[config.mk]
export PLATFORM = sky130hd
export DESIGN_NAME = packed_2bpp_hline_fill_top_flat
export DESIGN_NICKNAME = d
export VERILOG_FILES = /design/src/sv/p2hf_pkg.sv /design/src/sv/p2hf_ifs.sv /design/src/sv/p2hf_cfg.sv /design/src/sv/p2hf_dp.sv /design/src/sv/p2hf_ctrl.sv /design/src/sv/packed_2bpp_hline_fill_top.sv /design/src/flat_wrapper.sv
export SDC_FILE = /design/constraint.sdc
export NUM_CORES = 1
export LEC_CHECK = 0
export ABC_AREA = 1
export ABC_CLOCK_PERIOD_IN_PS = 4100
export BUFFER_PORTS_ARGS = -buffer_cell sky130_fd_sc_hd__buf_2
export CAP_MARGIN = 20
export CORE_UTILIZATION = 50
export CTS_CLUSTER_SIZE = 16
export DETAILED_ROUTE_END_ITERATION = 16
export HOLD_SLACK_MARGIN = 0.05
export PLACE_DENSITY_LB_ADDON = 0.15
export SETUP_SLACK_MARGIN = 0.15
export SLEW_MARGIN = 0
export SYNTH_ARGS = -nofsm -noshare
export SYNTH_HDL_FRONTEND = slang
export SYNTH_SLANG_ARGS = --single-unit
[constraint.sdc]
create_clock -name clk -period 4.1 [get_ports clk]
set_input_delay 0.615 -clock clk [delete_from_list [all_inputs] [get_ports clk]]
set_output_delay 0.615 -clock clk [all_outputs]
set_load 0.05 [all_outputs]
[src/sv/p2hf_pkg.sv]
// p2hf_pkg: shared widths, register map, command/status structs and mask helper
// for the 2bpp horizontal line fill block. No dependencies.
`timescale 1ns / 1ps
`default_nettype none

package p2hf_pkg;

  localparam int MAX_LINE_PIXELS = 256;
  localparam int MAX_WRITES      = MAX_LINE_PIXELS / 4;

  localparam int COORD_W    = 16;
  localparam int CLIP_W     = 9;
  localparam int COLOR_W    = 2;
  localparam int STRIDE_W   = 8;
  localparam int ADDR_W     = 32;
  localparam int BYTE_W     = 8;
  localparam int BIDX_W     = CLIP_W - 2;
  localparam int PROD_W     = CLIP_W + STRIDE_W;
  localparam int SPAN_W     = COORD_W + 2;
  localparam int CFG_IDX_W  = 3;
  localparam int CFG_DATA_W = 32;

  localparam logic [BYTE_W-1:0] FILL_UNIT = 8'h55;
  localparam logic [BYTE_W-1:0] BYTE_ONES = 8'hff;
  localparam logic [1:0]        SLOT_LAST = 2'd3;

  localparam logic [CLIP_W-1:0]   CLIP_LEFT_RST   = 9'd0;
  localparam logic [CLIP_W-1:0]   CLIP_TOP_RST    = 9'd0;
  localparam logic [CLIP_W-1:0]   CLIP_RIGHT_RST  = 9'd256;
  localparam logic [CLIP_W-1:0]   CLIP_BOTTOM_RST = 9'd256;
  localparam logic [COLOR_W-1:0]  FG_COLOR_RST    = 2'd0;
  localparam logic [STRIDE_W-1:0] LINE_STRIDE_RST = 8'd64;
  localparam logic [ADDR_W-1:0]   FRAME_BASE_RST  = 32'd0;

  typedef enum logic [CFG_IDX_W-1:0] {
    REG_CLIP_LEFT   = 3'd0,
    REG_CLIP_TOP    = 3'd1,
    REG_CLIP_RIGHT  = 3'd2,
    REG_CLIP_BOTTOM = 3'd3,
    REG_FG_COLOR    = 3'd4,
    REG_LINE_STRIDE = 3'd5,
    REG_FRAME_BASE  = 3'd6
  } cfg_reg_t;

  typedef struct packed {
    logic [CLIP_W-1:0]   clip_left;
    logic [CLIP_W-1:0]   clip_top;
    logic [CLIP_W-1:0]   clip_right;
    logic [CLIP_W-1:0]   clip_bottom;
    logic [COLOR_W-1:0]  fg_color;
    logic [STRIDE_W-1:0] line_stride;
    logic [ADDR_W-1:0]   frame_base;
  } cfg_regs_t;

  // controller -> datapath
  typedef struct packed {
    logic load;
    logic clip;
    logic plan;
    logic step;
  } dp_cmd_t;

  // datapath -> controller
  typedef struct packed {
    logic span_ok;
    logic at_end;
  } dp_stat_t;

  // pixels lo..hi of a byte, leftmost pixel in bits 7..6
  function automatic logic [BYTE_W-1:0] pixel_mask(input logic [1:0] lo, input logic [1:0] hi);
    logic [BYTE_W-1:0] m_lo;
    logic [BYTE_W-1:0] m_hi;
    m_lo = BYTE_ONES >> {lo, 1'b0};
    m_hi = BYTE_ONES << {SLOT_LAST - hi, 1'b0};
    return m_lo & m_hi;
  endfunction

endpackage

`default_nettype wire

[src/sv/p2hf_ifs.sv]
// p2hf channel interfaces: line command, masked byte write and register write.
// Depends on p2hf_pkg.
`timescale 1ns / 1ps
`default_nettype none

interface p2hf_cmd_if import p2hf_pkg::*; ();
  logic                      valid;
  logic                      ready;
  logic signed [COORD_W-1:0] x_start;
  logic signed [COORD_W-1:0] y_row;
  logic signed [COORD_W-1:0] width;
  modport source (output valid, x_start, y_row, width, input ready);
  modport sink (input valid, x_start, y_row, width, output ready);
endinterface

interface p2hf_wr_if import p2hf_pkg::*; ();
  logic              valid;
  logic              ready;
  logic [ADDR_W-1:0] byte_address;
  logic [BYTE_W-1:0] write_data;
  logic [BYTE_W-1:0] bit_mask;
  logic              last_write;
  modport source (output valid, byte_address, write_data, bit_mask, last_write, input ready);
  modport sink (input valid, byte_address, write_data, bit_mask, last_write, output ready);
endinterface

interface p2hf_cfg_if import p2hf_pkg::*; ();
  logic                  valid;
  logic                  ready;
  logic [CFG_IDX_W-1:0]  index;
  logic [CFG_DATA_W-1:0] data;
  modport source (output valid, index, data, input ready);
  modport sink (input valid, index, data, output ready);
endinterface

`default_nettype wire

[src/sv/p2hf_cfg.sv]
// p2hf_cfg: clip rectangle, colour, stride and base registers.
// Depends on p2hf_pkg.
`timescale 1ns / 1ps
`default_nettype none

module p2hf_cfg import p2hf_pkg::*; (
  input  logic                  clk,
  input  logic                  rst_n,
  input  logic                  cfg_valid,
  output logic                  cfg_ready,
  input  logic [CFG_IDX_W-1:0]  cfg_index,
  input  logic [CFG_DATA_W-1:0] cfg_data,
  output cfg_regs_t             regs
);

  cfg_regs_t regs_r;

  assign cfg_ready = 1'b1;
  assign regs      = regs_r;

  always_ff @(posedge clk) begin
    if (!rst_n) begin
      regs_r.clip_left   <= CLIP_LEFT_RST;
      regs_r.clip_top    <= CLIP_TOP_RST;
      regs_r.clip_right  <= CLIP_RIGHT_RST;
      regs_r.clip_bottom <= CLIP_BOTTOM_RST;
      regs_r.fg_color    <= FG_COLOR_RST;
      regs_r.line_stride <= LINE_STRIDE_RST;
      regs_r.frame_base  <= FRAME_BASE_RST;
    end else if (cfg_valid) begin
      case (cfg_reg_t'(cfg_index))
        REG_CLIP_LEFT:   regs_r.clip_left   <= cfg_data[CLIP_W-1:0];
        REG_CLIP_TOP:    regs_r.clip_top    <= cfg_data[CLIP_W-1:0];
        REG_CLIP_RIGHT:  regs_r.clip_right  <= cfg_data[CLIP_W-1:0];
        REG_CLIP_BOTTOM: regs_r.clip_bottom <= cfg_data[CLIP_W-1:0];
        REG_FG_COLOR:    regs_r.fg_color    <= cfg_data[COLOR_W-1:0];
        REG_LINE_STRIDE: regs_r.line_stride <= cfg_data[STRIDE_W-1:0];
        REG_FRAME_BASE:  regs_r.frame_base  <= cfg_data[ADDR_W-1:0];
        default: ;
      endcase
    end
  end

endmodule

`default_nettype wire

[src/sv/p2hf_dp.sv]
// p2hf_dp: clipping, row address and per-byte mask/address generation.
// Depends on p2hf_pkg; driven by p2hf_ctrl commands.
`timescale 1ns / 1ps
`default_nettype none

module p2hf_dp import p2hf_pkg::*; (
  input  logic                      clk,
  input  dp_cmd_t                   cmd,
  input  cfg_regs_t                 regs,
  input  logic signed [COORD_W-1:0] x_start,
  input  logic signed [COORD_W-1:0] y_row,
  input  logic signed [COORD_W-1:0] width,
  output dp_stat_t                  stat,
  output logic [ADDR_W-1:0]         byte_address,
  output logic [BYTE_W-1:0]         write_data,
  output logic [BYTE_W-1:0]         bit_mask
);

  // command capture
  logic signed [COORD_W-1:0] x_r, y_r, w_r;

  // clip stage
  logic signed [SPAN_W-1:0] xs, ws, ys, sum;
  logic signed [SPAN_W-1:0] cl_s, cr_s, ct_s, cb_s;
  logic signed [SPAN_W-1:0] first_nxt, span_end_nxt;
  logic signed [SPAN_W-1:0] first_r, span_end_r;
  logic                     row_ok_r;
  logic [PROD_W-1:0]        prod_nxt, prod_r;

  // plan stage
  logic [CLIP_W-1:0] last_pix;
  logic [BIDX_W-1:0] bfirst, blast, bdiff, bstop;
  logic [ADDR_W-1:0] addr_nxt;

  // emit stage
  logic [ADDR_W-1:0] addr_r;
  logic [BIDX_W-1:0] b_r, bfirst_r, bstop_r, blast_r;
  logic [1:0]        first_lo_r, last_lo_r;
  logic [BYTE_W-1:0] data_r;
  logic [1:0]        lo_slot, hi_slot;

  assign xs   = {{2{x_r[COORD_W-1]}}, x_r};
  assign ws   = {{2{w_r[COORD_W-1]}}, w_r};
  assign ys   = {{2{y_r[COORD_W-1]}}, y_r};
  assign sum  = xs + ws;
  assign cl_s = {{(SPAN_W-CLIP_W){1'b0}}, regs.clip_left};
  assign cr_s = {{(SPAN_W-CLIP_W){1'b0}}, regs.clip_right};
  assign ct_s = {{(SPAN_W-CLIP_W){1'b0}}, regs.clip_top};
  assign cb_s = {{(SPAN_W-CLIP_W){1'b0}}, regs.clip_bottom};

  // span is [first, span_end)
  assign first_nxt    = (xs < cl_s) ? cl_s : xs;
  assign span_end_nxt = (sum > cr_s) ? cr_s : sum;
  assign prod_nxt     = PROD_W'(y_r[CLIP_W-1:0]) * PROD_W'(regs.line_stride);

  // once nonempty, first and span_end sit inside the 9-bit clip range
  assign last_pix = span_end_r[CLIP_W-1:0] - CLIP_W'(1);
  assign bfirst   = first_r[CLIP_W-1:2];
  assign blast    = last_pix[CLIP_W-1:2];
  assign bdiff    = blast - bfirst;
  assign bstop    = (32'(bdiff) >= MAX_WRITES) ? bfirst + BIDX_W'(MAX_WRITES - 1) : blast;
  assign addr_nxt = regs.frame_base + ADDR_W'(prod_r) + ADDR_W'(bfirst);

  assign stat.span_ok = row_ok_r && (span_end_r > first_r);
  assign stat.at_end  = (b_r == bstop_r);

  assign lo_slot = (b_r == bfirst_r) ? first_lo_r : 2'd0;
  assign hi_slot = (b_r == blast_r) ? last_lo_r : SLOT_LAST;

  assign byte_address = addr_r;
  assign write_data   = data_r;
  assign bit_mask     = pixel_mask(lo_slot, hi_slot);

  always_ff @(posedge clk) begin
    if (cmd.load) begin
      x_r <= x_start;
      y_r <= y_row;
      w_r <= width;
    end
    if (cmd.clip) begin
      first_r    <= first_nxt;
      span_end_r <= span_end_nxt;
      row_ok_r   <= (ys >= ct_s) && (ys < cb_s);
      prod_r     <= prod_nxt;
    end
    if (cmd.plan) begin
      addr_r     <= addr_nxt;
      b_r        <= bfirst;
      bfirst_r   <= bfirst;
      bstop_r    <= bstop;
      blast_r    <= blast;
      first_lo_r <= first_r[1:0];
      last_lo_r  <= last_pix[1:0];
      data_r     <= BYTE_W'({{(BYTE_W-COLOR_W){1'b0}}, regs.fg_color} * FILL_UNIT);
    end else if (cmd.step) begin
      addr_r <= addr_r + ADDR_W'(1);
      b_r    <= b_r + BIDX_W'(1);
    end
  end

endmodule

`default_nettype wire

[src/sv/p2hf_ctrl.sv]
// p2hf_ctrl: sequencer for one line command: capture, clip, plan, emit writes.
// Depends on p2hf_pkg; drives p2hf_dp through dp_cmd_t.
`timescale 1ns / 1ps
`default_nettype none

module p2hf_ctrl import p2hf_pkg::*; (
  input  logic     clk,
  input  logic     rst_n,
  input  logic     in_valid,
  output logic     in_ready,
  output logic     out_valid,
  input  logic     out_ready,
  output logic     out_last,
  input  dp_stat_t stat,
  output dp_cmd_t  cmd
);

  typedef enum logic [1:0] {
    S_IDLE,
    S_CLIP,
    S_PLAN,
    S_EMIT
  } state_t;

  state_t state_r, state_nxt;
  logic   in_ready_r, in_ready_nxt;
  logic   out_valid_r, out_valid_nxt;

  assign in_ready  = in_ready_r;
  assign out_valid = out_valid_r;
  assign out_last  = stat.at_end;

  assign cmd.load = in_valid && in_ready_r;
  assign cmd.clip = (state_r == S_CLIP);
  assign cmd.plan = (state_r == S_PLAN);
  assign cmd.step = out_valid_r && out_ready;

  always_comb begin
    state_nxt     = state_r;
    in_ready_nxt  = in_ready_r;
    out_valid_nxt = out_valid_r;
    case (state_r)
      S_IDLE: begin
        if (in_valid && in_ready_r) begin
          state_nxt    = S_CLIP;
          in_ready_nxt = 1'b0;
        end
      end
      S_CLIP: begin
        state_nxt = S_PLAN;
      end
      S_PLAN: begin
        if (stat.span_ok) begin
          state_nxt     = S_EMIT;
          out_valid_nxt = 1'b1;
        end else begin
          state_nxt    = S_IDLE;
          in_ready_nxt = 1'b1;
        end
      end
      S_EMIT: begin
        if (out_ready && stat.at_end) begin
          state_nxt     = S_IDLE;
          out_valid_nxt = 1'b0;
          in_ready_nxt  = 1'b1;
        end
      end
      default: begin
        state_nxt     = S_IDLE;
        out_valid_nxt = 1'b0;
        in_ready_nxt  = 1'b1;
      end
    endcase
  end

  always_ff @(posedge clk) begin
    if (!rst_n) begin
      state_r     <= S_IDLE;
      in_ready_r  <= 1'b1;
      out_valid_r <= 1'b0;
    end else begin
      state_r     <= state_nxt;
      in_ready_r  <= in_ready_nxt;
      out_valid_r <= out_valid_nxt;
    end
  end

`ifndef SYNTHESIS
  a_one_side: assert property (@(posedge clk) disable iff (!rst_n)
    out_valid_r |-> !in_ready_r)
    else $error("p2hf_ctrl: input open while writes pending");

  a_emit_valid: assert property (@(posedge clk) disable iff (!rst_n)
    (state_r == S_EMIT) |-> out_valid_r)
    else $error("p2hf_ctrl: emit state without valid write");

  a_last_done: assert property (@(posedge clk) disable iff (!rst_n)
    (out_valid_r && out_ready && stat.at_end) |=> (in_ready_r && !out_valid_r))
    else $error("p2hf_ctrl: last write transfer did not finish the line");

  a_accept_gap: assert property (@(posedge clk) disable iff (!rst_n)
    (in_valid && in_ready_r) |=> (!in_ready_r && !out_valid_r))
    else $error("p2hf_ctrl: command transfer not followed by clip step");
`endif

endmodule

`default_nettype wire

[src/sv/packed_2bpp_hline_fill_top.sv]
// Sequence: a command transfer is followed by the clip and plan states; the first write of a
// line is valid once plan is done. One command holds the block until its n byte writes (0..64)
// are done, one write per cycle while the sink is ready; the sequencer handles one line at a time.
// Reset: synchronous active-low rst_n clears the sequencer and loads register defaults.
// Depends on p2hf_pkg, p2hf_ifs, p2hf_cfg, p2hf_ctrl and p2hf_dp.
`timescale 1ns / 1ps
`default_nettype none

module packed_2bpp_hline_fill_top import p2hf_pkg::*; (
  input  logic        clk,
  input  logic        rst_n,
  p2hf_cmd_if.sink    in_ch,
  p2hf_wr_if.source   out_ch,
  p2hf_cfg_if.sink    cfg_ch
);

  cfg_regs_t regs;
  dp_cmd_t   cmd;
  dp_stat_t  stat;
  logic      in_ready;
  logic      out_valid;
  logic      out_last;
  logic      cfg_ready;

  assign in_ch.ready       = in_ready;
  assign out_ch.valid      = out_valid;
  assign out_ch.last_write = out_last;
  assign cfg_ch.ready      = cfg_ready;

  p2hf_cfg u_cfg (
    .clk       (clk),
    .rst_n     (rst_n),
    .cfg_valid (cfg_ch.valid),
    .cfg_ready (cfg_ready),
    .cfg_index (cfg_ch.index),
    .cfg_data  (cfg_ch.data),
    .regs      (regs)
  );

  p2hf_ctrl u_ctrl (
    .clk       (clk),
    .rst_n     (rst_n),
    .in_valid  (in_ch.valid),
    .in_ready  (in_ready),
    .out_valid (out_valid),
    .out_ready (out_ch.ready),
    .out_last  (out_last),
    .stat      (stat),
    .cmd       (cmd)
  );

  p2hf_dp u_dp (
    .clk          (clk),
    .cmd          (cmd),
    .regs         (regs),
    .x_start      (in_ch.x_start),
    .y_row        (in_ch.y_row),
    .width        (in_ch.width),
    .stat         (stat),
    .byte_address (out_ch.byte_address),
    .write_data   (out_ch.write_data),
    .bit_mask     (out_ch.bit_mask)
  );

endmodule

`default_nettype wire
[src/flat_wrapper.sv]
// flat-port wrapper written by rule: the top's interface ports become plain ports
module packed_2bpp_hline_fill_top_flat import p2hf_pkg::*;
  (clk, rst_n, in_ch_valid, in_ch_x_start, in_ch_y_row, in_ch_width, in_ch_ready, out_ch_valid, out_ch_byte_address, out_ch_write_data, out_ch_bit_mask, out_ch_last_write, out_ch_ready, cfg_ch_valid, cfg_ch_index, cfg_ch_data, cfg_ch_ready);
  p2hf_cmd_if in_ch_i ();
  p2hf_wr_if out_ch_i ();
  p2hf_cfg_if cfg_ch_i ();
  input  logic clk;
  input  logic rst_n;
  input wire logic [$bits(in_ch_i.valid)-1:0] in_ch_valid;
  input wire logic [$bits(in_ch_i.x_start)-1:0] in_ch_x_start;
  input wire logic [$bits(in_ch_i.y_row)-1:0] in_ch_y_row;
  input wire logic [$bits(in_ch_i.width)-1:0] in_ch_width;
  output wire logic [$bits(in_ch_i.ready)-1:0] in_ch_ready;
  output wire logic [$bits(out_ch_i.valid)-1:0] out_ch_valid;
  output wire logic [$bits(out_ch_i.byte_address)-1:0] out_ch_byte_address;
  output wire logic [$bits(out_ch_i.write_data)-1:0] out_ch_write_data;
  output wire logic [$bits(out_ch_i.bit_mask)-1:0] out_ch_bit_mask;
  output wire logic [$bits(out_ch_i.last_write)-1:0] out_ch_last_write;
  input wire logic [$bits(out_ch_i.ready)-1:0] out_ch_ready;
  input wire logic [$bits(cfg_ch_i.valid)-1:0] cfg_ch_valid;
  input wire logic [$bits(cfg_ch_i.index)-1:0] cfg_ch_index;
  input wire logic [$bits(cfg_ch_i.data)-1:0] cfg_ch_data;
  output wire logic [$bits(cfg_ch_i.ready)-1:0] cfg_ch_ready;
  assign in_ch_i.valid = in_ch_valid;
  assign in_ch_i.x_start = in_ch_x_start;
  assign in_ch_i.y_row = in_ch_y_row;
  assign in_ch_i.width = in_ch_width;
  assign in_ch_ready = in_ch_i.ready;
  assign out_ch_valid = out_ch_i.valid;
  assign out_ch_byte_address = out_ch_i.byte_address;
  assign out_ch_write_data = out_ch_i.write_data;
  assign out_ch_bit_mask = out_ch_i.bit_mask;
  assign out_ch_last_write = out_ch_i.last_write;
  assign out_ch_i.ready = out_ch_ready;
  assign cfg_ch_i.valid = cfg_ch_valid;
  assign cfg_ch_i.index = cfg_ch_index;
  assign cfg_ch_i.data = cfg_ch_data;
  assign cfg_ch_ready = cfg_ch_i.ready;
  packed_2bpp_hline_fill_top u_core (.clk(clk), .rst_n(rst_n), .in_ch(in_ch_i), .out_ch(out_ch_i), .cfg_ch(cfg_ch_i));
endmodule
After elaboration in Yosys (flattened, before gate mapping). Cells that the tools add are included.

Word-level logic and storage cells: 103. Register bits: 253. Bits of input ports: 88. Output and inout port bits: 52.

Equal/unequal tests: 16. Order comparisons: 6. Mux-type cells: 20. Reduce and logical (&&, ||, !) cells: 20. Add/subtract/negate cells: 9. Bitwise logic cells: 1. Shifts and indexed selects: 2. Multipliers: 2.

Operator list (count): $mux 32 (2); $add 32x1->32 const B (1); $add 32x17->32 (1); $add 32x7->32 (1); $lt 16x10->1 (2); $eq 7x7->1 (3); $mux 7 (3); $mux 9 (2); $add 16x16->17 (1); $gt 17x10->1 (1); $gt 17x16->1 (1); $mul 9x8->17 (1); $ge 16x10->1 (1); $reduce_and 2->1 (8); $mux 2 (5); $eq 3x3->1 const B (3); $sub 9x1->9 const B (1); $and 8x8->8 (1); $mul 2x7->8 const B (1); $pmux 2 s4 (1); $shl 8x3->8 const A (1); $shr 8x3->8 const A (1); $add 7x1->7 const B (1); $add 7x6->7 const B (1); 19 further kinds (32).

Logic depth before layout (Yosys ltp). Gate-level depths: netlist of run 1.

Word-level depth: 5. Mapped depth: 20. Depth with buffers taken out: 19.

Modules after synthesis. From an unflattened synthesis of run 1, not the netlist that was laid out.

Cells, all modules: 2125. Area total of the unflattened synthesis: 17098.9 um^2.

By module, submodules not included: p2hf_dp (cells an instance 1619, area each 13633.1 um^2, instances 1, seq. area each 4954.8 um^2); p2hf_cfg (cells an instance 470, area each 3243.1 um^2, instances 1, seq. area each 1561.5 um^2); p2hf_ctrl (cells an instance 36, area each 222.7 um^2, instances 1, seq. area each 80.1 um^2).

Worst setup path before layout of run 1. No wires, ideal clock.

Kind: flip-flop to flip-flop. From: register u_core.u_dp.y_r[0]. To: register u_core.u_dp.prod_r[14], data pin. Slack: -0.370 ns. Setup time: 0.265 ns. Period minus slack after synthesis: 4.470 ns. Data required time: 3.835 ns. Path buffers: 1. Stages on the path, launching flop included: 18. Data arrival time: 4.205 ns. Cells stage by stage: edfxtp_1 clkbuf_1 nand2_1 fa_1 fa_1 inv_1 fa_1 inv_1 fa_1 inv_1 ha_1 nand2_1 inv_1 a21oi_1 o21ai_0 a21boi_0 o21ai_0 xor2_1.

Cells in the longest elaborated chain, start to end: 1.

Ends and longest elaborated chain: from (decl) (line p2hf_dp.sv:20) `logic signed [COORD_W-1:0] x_r, y_r, w_r;`; from (signal assigned) (line p2hf_dp.sv:77) `y_r <= y_row;`; $mul 9x8->17 (line p2hf_dp.sv:54) `assign prod_nxt = PROD_W'(y_r[CLIP_W-1:0]) * PROD_W'(regs.line_stride);`; net u_core.u_dp.prod_nxt[14] (line p2hf_dp.sv:28) `logic [PROD_W-1:0] prod_nxt, prod_r;`; to (signal assigned) (line p2hf_dp.sv:84) `prod_r <= prod_nxt;`; to (decl) (line p2hf_dp.sv:28).

The timed path passes the listed nets, and every way through them passes these cells. A chain may end at the register's enable or synchronous reset.

Final worst setup path of run 1.
From: register u_core.u_dp.y_r[4]. To: register u_core.u_dp.prod_r[14], data pin.

The elaborated chain is that of the path after synthesis.

==> results of run 1 <==
[flip-flops by register name, indices dropped and copies added (netlist names)]
name and flops:
u_core.u_cfg.regs 78, u_core.u_ctrl.in_ready 1, u_core.u_ctrl.out_valid 1, u_core.u_ctrl.state_r 2
u_core.u_dp.b_r 7, u_core.u_dp.bfirst_r 7, u_core.u_dp.blast_r 7, u_core.u_dp.bstop_r 7
u_core.u_dp.byte_address 32, u_core.u_dp.first_lo_r 2, u_core.u_dp.first_r 16, u_core.u_dp.last_lo_r 2
u_core.u_dp.prod_r 17, u_core.u_dp.row_ok_r 1, u_core.u_dp.span_end_r 17, u_core.u_dp.w_r 16
u_core.u_dp.write_data 2, u_core.u_dp.x_r 16, u_core.u_dp.y_r 16
[cells by family (layout without fill, tap and decap cells)]
| family | after synthesis | count (layout) | share of synthesized area (%) |
|---|---|---|---|
| AO/OA/AOI/OAI | 307 | 307 | 9.823 |
| buffers and inverters | 395 | 573 | 9.280 |
| AND/OR/NAND/NOR | 762 | 762 | 19.59 |
| XOR/XNOR | 88 | 88 | 4.651 |
| flip-flops | 247 | 247 | 39.81 |
| other | 2 | 2 | 0.04532 |
| adder cells (fa/ha/maj) | 192 | 192 | 16.81 |
[worst max-delay path by stage]
stage	startpoint	to	slack, ns	cells after the start
6_report	u_core.u_dp.y_r[4]$_DFFE_PP_	u_core.u_dp.prod_r[14]$_DFFE_PN_	0.11	17
5_1_grt	u_core.u_dp.y_r[4]$_DFFE_PP_	u_core.u_dp.prod_r[14]$_DFFE_PN_	-0.05	15
4_1_cts	u_core.u_dp.y_r[3]$_DFFE_PP_	u_core.u_dp.prod_r[14]$_DFFE_PN_	0.14	16
3_5_place_dp	u_core.u_cfg.regs[39]$_SDFFE_PN0P_	u_core.u_dp.prod_r[14]$_DFFE_PN_	-0.13	16
3_3_place_gp	u_core.u_cfg.regs[39]$_SDFFE_PN0P_	u_core.u_dp.prod_r[14]$_DFFE_PN_	-0.009	16
2_1_floorplan	u_core.u_dp.y_r[6]$_DFFE_PP_	u_core.u_dp.prod_r[15]$_DFFE_PN_	0.13	15
[power breakdown]
part | switching [mW] | internal, mW
clock network | 1.03 | 1.65
registers | 0.412 | 3.42
logic | 2.85 | 1.48
[per-stage QoR]
step | instance area, um^2 | cells
6_report | 19210 | 2613
5_1_grt | 19210 | 2613
4_1_cts | 19110 | 2609
3_5_place_dp | 17850 | 2538
3_3_place_gp | 17850 | 2538
2_1_floorplan | 16700 | 1993
[Yosys cell counts, types with 2 or more instances]
master and count:
o22ai_1 4, inv_1 329, o31ai_1 3, dfxtp_1 82, o21bai_1 3, nand2_1 416, buf_1 9, conb_1 2
nor3_1 33, nand3_1 82, a21oi_1 127, xor2_1 54, a21o_1 5, and2_1 2, edfxtp_1 165, nand3b_1 5
xnor2_1 34, nor2_2 4, fa_1 51, a21oi_2 6, buf_2 2, or2_2 3, a31oi_1 3, nand3_2 6
o21a_1 2, and3_1 2, inv_2 4, nor2_4 4, ha_1 141, nand2_2 3, o211ai_1 2, o21ai_0 144
nand4_1 27, nor4_1 9, a21boi_0 6, buf_4 12, clkbuf_1 38, nor2_1 163
[final cells by class]
class                           count  area [um^2]
Multi-Input combinational cell   1351         8681
Clock buffer                       35        767.0
Inverter                          333         1250
Fill cell                        2970        13330
Tap cell                          442        553.0
Clock inverter                     17        241.5
Sequential cell                   247         6604
Timing Repair Buffer              188         1114
[metal layers]
| metal | track usage [%] | up-vias | wire (um) |
|---|---|---|---|
| met2 | 39.55 | 379 | 17640 |
| met3 | 2.853 | 36 | 2414 |
| met5 | 0 | - | 0 |
| li1 | - | 6785 | - |
| met4 | 3.533 | 0 | 410 |
| met1 | 34.66 | 6248 | 18690 |
[timing repair]
item	4_1_cts	5_1_grt
hold buffers	0	0
setup buffers	19	3
gates resized for setup	32	16
pin swaps	48	20
setup endpoints to repair	7	7
==> flow_metrics.env, run 1 <==
export IMPL_grt_pass1_vias=13020
export IMPL_clock_path_buffers=3
export IMPL_coreArea_mm2=0.03254
export IMPL_gp_congestion=0.8903
export IMPL_slew_headroom_pct=31.99
export IMPL_drv_slew=0
export IMPL_cp_end_kind="flip-flop"
export IMPL_nets=2429
export IMPL_min_period_over_period_pct=97.29
export IMPL_die_area_mm2=0.03387
export IMPL_clock_skew_ns=0.01963
export IMPL_synth_seq_cells=247
export IMPL_power_density_mw_per_mm2=564.5
export IMPL_rsz0062_at_grt="true"
export IMPL_grt_use_total_pct=24.07
export IMPL_cp_num_buf_inv=5
export IMPL_num_rows=66
export IMPL_status="finished, final reports clean"
export IMPL_drive_gt1_share_pct=14.88
export IMPL_hold_violations=0
export IMPL_setup_worst_path_start_class="flip-flop"
export IMPL_vias_per_cell=5.147
export IMPL_worstSetupPathType="reg -> reg"
export IMPL_synth_fp_nets=2273
export IMPL_final_cell_mix="nand2_1 (408), inv_1 (319), edfxtp_1 (165)"
export IMPL_synth_edf_count=165
export IMPL_final_common_cell="nand2_1"
export IMPL_cp_common_cell="fa_1"
export IMPL_hold_ws_ns=0.2268
export IMPL_r2r_end="u_core.u_dp.prod_r[14]$_DFFE_PN_"
export IMPL_yosys_area_top_type="edfxtp_1"
export IMPL_start_util_pct=50.93
export IMPL_netlist_top_cells_area="edfxtp_1 (30%), ha_1 (11%), dfxtp_1 (9.9%)"
export IMPL_worst_path_largest_cell_delay_ns=0.54
export IMPL_rrSetupSlack_ns=0.11
export IMPL_fin_tns_setup_ns=0
export IMPL_timing_final_crit_period_ns=3.989
export IMPL_ant_nets=0
export IMPL_clkSinkCount=247
export IMPL_hpwlAfterDp_mm=30.17
export IMPL_post_place_ws_ns=-0.1276
export IMPL_max_vdd_ir_drop_mv=0.3806
export IMPL_gr_total_overflow=0
export IMPL_rr_worst_depth=17
export IMPL_arrival_ns=4.28
export IMPL_synth_cell_types=44
export IMPL_grt_max_degree=68
export IMPL_worstHoldEndpoint="u_core.u_dp.y_r[9]$_DFFE_PP_"
export IMPL_crit_path_max_fanout=4
export IMPL_routed_wl_mm=39.16
export IMPL_p_leak_nw=9.172
export IMPL_io_buffers=138
export IMPL_reg2reg_from="u_core.u_dp.y_r[4]$_DFFE_PP_"
export IMPL_min_delay_start="in_ch_y_row[9]"
export IMPL_clockRootBuffer="clkbuf_16"
export IMPL_syn_area_per_cell_um2=8.315
export IMPL_slowest_stage="fa_1"
export IMPL_io_pins=140
export IMPL_dr_pass1_iters=5
export IMPL_synthFlopType="edfxtp_1"
export IMPL_die_x_um=184.1
export IMPL_routed_via_count=13450
export IMPL_synth_top_area_share_pct=29.90
export IMPL_ys_async_sr_fraction_pct=0
export IMPL_syn2layout_area_growth_pct=15.92
export IMPL_clk_latency_ns=0.56
export IMPL_worst_slack_ns=0.1112
export IMPL_yosysWarnings=0
export IMPL_ys_seq_area_share_pct=39.81
export IMPL_wl_per_cell_um=14.99
export IMPL_cp_top_family="adder cells"
export IMPL_power_total_mw=10.84
export IMPL_hold_class="in -> reg"
export IMPL_grt_pass1_wl_mm=65.23
export IMPL_route_detailed_drc=0
export IMPL_crit_chain="buf_6, nand2_1, fa_1, fa_1, inv_1, fa_1, inv_1, fa_1, inv_2, ha_4, nand2_2, inv_2, a21oi_4, o21ai_4, a21boi_2, o21ai_2, xor2_1"
export IMPL_netlist_instances=1993
export IMPL_worst_pin_slew_ns=1.020
export IMPL_cts_tree="built"
export IMPL_max_clock_freq_mhz=250.7
export IMPL_die_h_um=184.1
export IMPL_final_util_pct=59.04
export IMPL_maxCapViolCount=0
export IMPL_drt_iter0_drc=875
export IMPL_htree_levels=1
export IMPL_min_path_cells=1
export IMPL_antenna_found_initial=0
export IMPL_cts_made_buffers=28
export IMPL_n_antenna_cell=0
export IMPL_cp_required_ns=4.39
export IMPL_clk_pin_slew_ns=0.06
export IMPL_setup_viol=0
export IMPL_syn_area_mm2=0.01657
No activity file was read; power rests on OpenSTA's default activity.
==> run 2: changes to the inputs <==
--- a/config.mk
+++ b/config.mk
@@ -6,9 +6,11 @@
 export NUM_CORES = 1
 export LEC_CHECK = 0
 export ABC_AREA = 1
-export ABC_CLOCK_PERIOD_IN_PS = 4100
+export ABC_CLOCK_PERIOD_IN_PS = 4690
 export BUFFER_PORTS_ARGS = -buffer_cell sky130_fd_sc_hd__buf_2
 export CAP_MARGIN = 20
+export CELL_PAD_IN_SITES_DETAIL_PLACEMENT = 1
+export CELL_PAD_IN_SITES_GLOBAL_PLACEMENT = 1
 export CORE_UTILIZATION = 50
 export CTS_CLUSTER_SIZE = 16
 export DETAILED_ROUTE_END_ITERATION = 16
==> constraint.sdc (replaced) <==
create_clock -name clk -period 4.69 [get_ports clk]
set_input_delay 0.7035 -clock clk [delete_from_list [all_inputs] [get_ports clk]]
set_output_delay 0.7035 -clock clk [all_outputs]
set_load 0.05 [all_outputs]
==> flow_metrics.env, run 2 (same netlist as run 1, synthesis figures left out) <==
export IMPL_wl_per_cell_um=17.97
export IMPL_syn2layout_area_growth_pct=13.22
export IMPL_fin_tns_setup_ns=0
export IMPL_status="finished, final reports clean"
export IMPL_max_clock_freq_mhz=230.1
export IMPL_worstSetupPathType="reg -> reg"
export IMPL_gp_congestion=0.8756
export IMPL_clockRootBuffer="clkbuf_16"
export IMPL_grt_pass1_vias=14620
export IMPL_dr_pass1_iters=5
export IMPL_io_buffers=138
export IMPL_clk_pin_slew_ns=0.06
export IMPL_power_density_mw_per_mm2=504.9
export IMPL_crit_path_max_fanout=6
export IMPL_num_rows=66
export IMPL_vias_per_cell=5.331
export IMPL_arrival_ns=4.64
export IMPL_drv_slew=0
export IMPL_reg2reg_from="u_core.u_dp.y_r[2]$_DFFE_PP_"
export IMPL_setup_viol=0
export IMPL_rrSetupSlack_ns=0.34
export IMPL_nets=2408
export IMPL_place_area_mm2=0.01772
export IMPL_die_h_um=184.1
export IMPL_routed_via_count=13820
export IMPL_multiInputGateArea_mm2=0.008469
export IMPL_timing_final_crit_period_ns=4.345
export IMPL_clock_skew_ns=0.01829
export IMPL_clkSinkCount=247
export IMPL_cp_end_kind="flip-flop"
export IMPL_cp_required_ns=4.98
export IMPL_cts_hold_buf=0
export IMPL_p_leak_nw=9.054
export IMPL_max_vdd_ir_drop_mv=0.3592
export IMPL_hpwlAfterDp_mm=35.67
export IMPL_grt_max_degree=68
export IMPL_antenna_found_initial=0
export IMPL_cts_made_buffers=28
export IMPL_start_util_pct=50.93
export IMPL_die_area_mm2=0.03387
export IMPL_worst_pin_slew_ns=1.022
export IMPL_final_area_mm2=0.01876
export IMPL_seq_area_mm2=0.006596
export IMPL_die_x_um=184.1
export IMPL_hold_violations=0
export IMPL_grt_use_total_pct=28.24
export IMPL_coreArea_mm2=0.03254
export IMPL_min_period_over_period_pct=92.65
export IMPL_drive_gt1_share_pct=11.86
export IMPL_gr_total_overflow=0
export IMPL_cts_tree="built"
export IMPL_routed_wl_mm=46.59
export IMPL_rsz0062_at_grt="false"
export IMPL_n_antenna_cell=0
export IMPL_crit_start="u_core.u_dp.y_r[2]$_DFFE_PP_"
export IMPL_final_common_cell="nand2_1"
export IMPL_grt_pass1_wl_mm=75.16
export IMPL_n_fill_cell=3995
export IMPL_power_total_mw=9.474
export IMPL_clock_path_buffers=3
export IMPL_maxCapViolCount=0
export IMPL_min_delay_start="in_ch_y_row[15]"
export IMPL_setup_worst_path_start_class="flip-flop"
export IMPL_final_cell_mix="nand2_1 (416), inv_1 (328), edfxtp_1 (165)"
export IMPL_route_detailed_drc=0
export IMPL_ant_nets=0
export IMPL_largest_register_ffs=78
export IMPL_hold_ws_ns=0.3263
export IMPL_slew_headroom_pct=31.86
export IMPL_drt_iter0_drc=746
export IMPL_clk_latency_ns=0.56
export IMPL_hold_class="in -> reg"
export IMPL_htree_levels=1
export IMPL_io_pins=140
## run 2: path summary, 6_finish.rpt
path         cells after the start                                 end
max                             17    u_core.u_dp.prod_r[13]$_DFFE_PN_
min                              1       u_core.u_dp.y_r[15]$_DFFE_PP_
max reg2reg                     17    u_core.u_dp.prod_r[13]$_DFFE_PN_
min reg2reg                      2  u_core.u_cfg.regs[47]$_SDFFE_PN0P_
## run 2: critical path: stages, from the launching register on
cell and delay, ns:
edfxtp_1 0.50, nand2_1 0.13, inv_1 0.06, fa_1 0.42, fa_1 0.55, inv_1 0.05
fa_1 0.48, fa_1 0.55, inv_1 0.04, ha_1 0.34, a21oi_1 0.17, o21ai_1 0.10
nand2_1 0.07, nand2_1 0.06, a21oi_2 0.21, o21ai_2 0.09, a21oi_1 0.16, xor2_1 0.09
## run 2: repair_timing
action / 4_1_cts / 5_1_grt
resized for setup: 1 / 8
endpoints found under the setup margin: 1 / 5
buffers inserted: 1 / 4
cloned: 0 / 0
pin swaps: 0 / 1
## run 2: cell type report
class                   instances  area share, %
multi-input cells            1351          45.14
flip-flops and latches        247          35.16
inverters                     333          6.662
repair buffers                167          4.842
clock buffers                  38          4.375
well taps                     442          2.948
clock inverters                14         0.8736
## run 2: per-stage QoR
step | std cells | utilization (%) | worst slack, ns
6_report | 2592 | 57.66 | 0.3448
5_1_grt | 2592 | 57.66 | 0.1457
4_1_cts | 2588 | 57.52 | 0.1579
3_3_place_gp | 2535 | 54.47 | 0.1782
3_5_place_dp | 2535 | 54.47 | 0.1601
2_1_floorplan | 1993 | - | 0.2201
## run 2: power breakdown
group          internal [mW]  switching [mW]
clock                   1.39           0.925
combinational           1.19            2.58
sequential              3.00           0.385
## run 2: layer usage
metal  part of all wire [%]  routed length, um  track usage [%]  up-vias
li1                       -                  -                -     6746
met4                    2.4               1130            7.667        0
met2                     50              23200            50.55      302
met5                      0                  0                0        -
met3                    3.8               1762            3.031       68
met1                     44              20490            36.02     6703
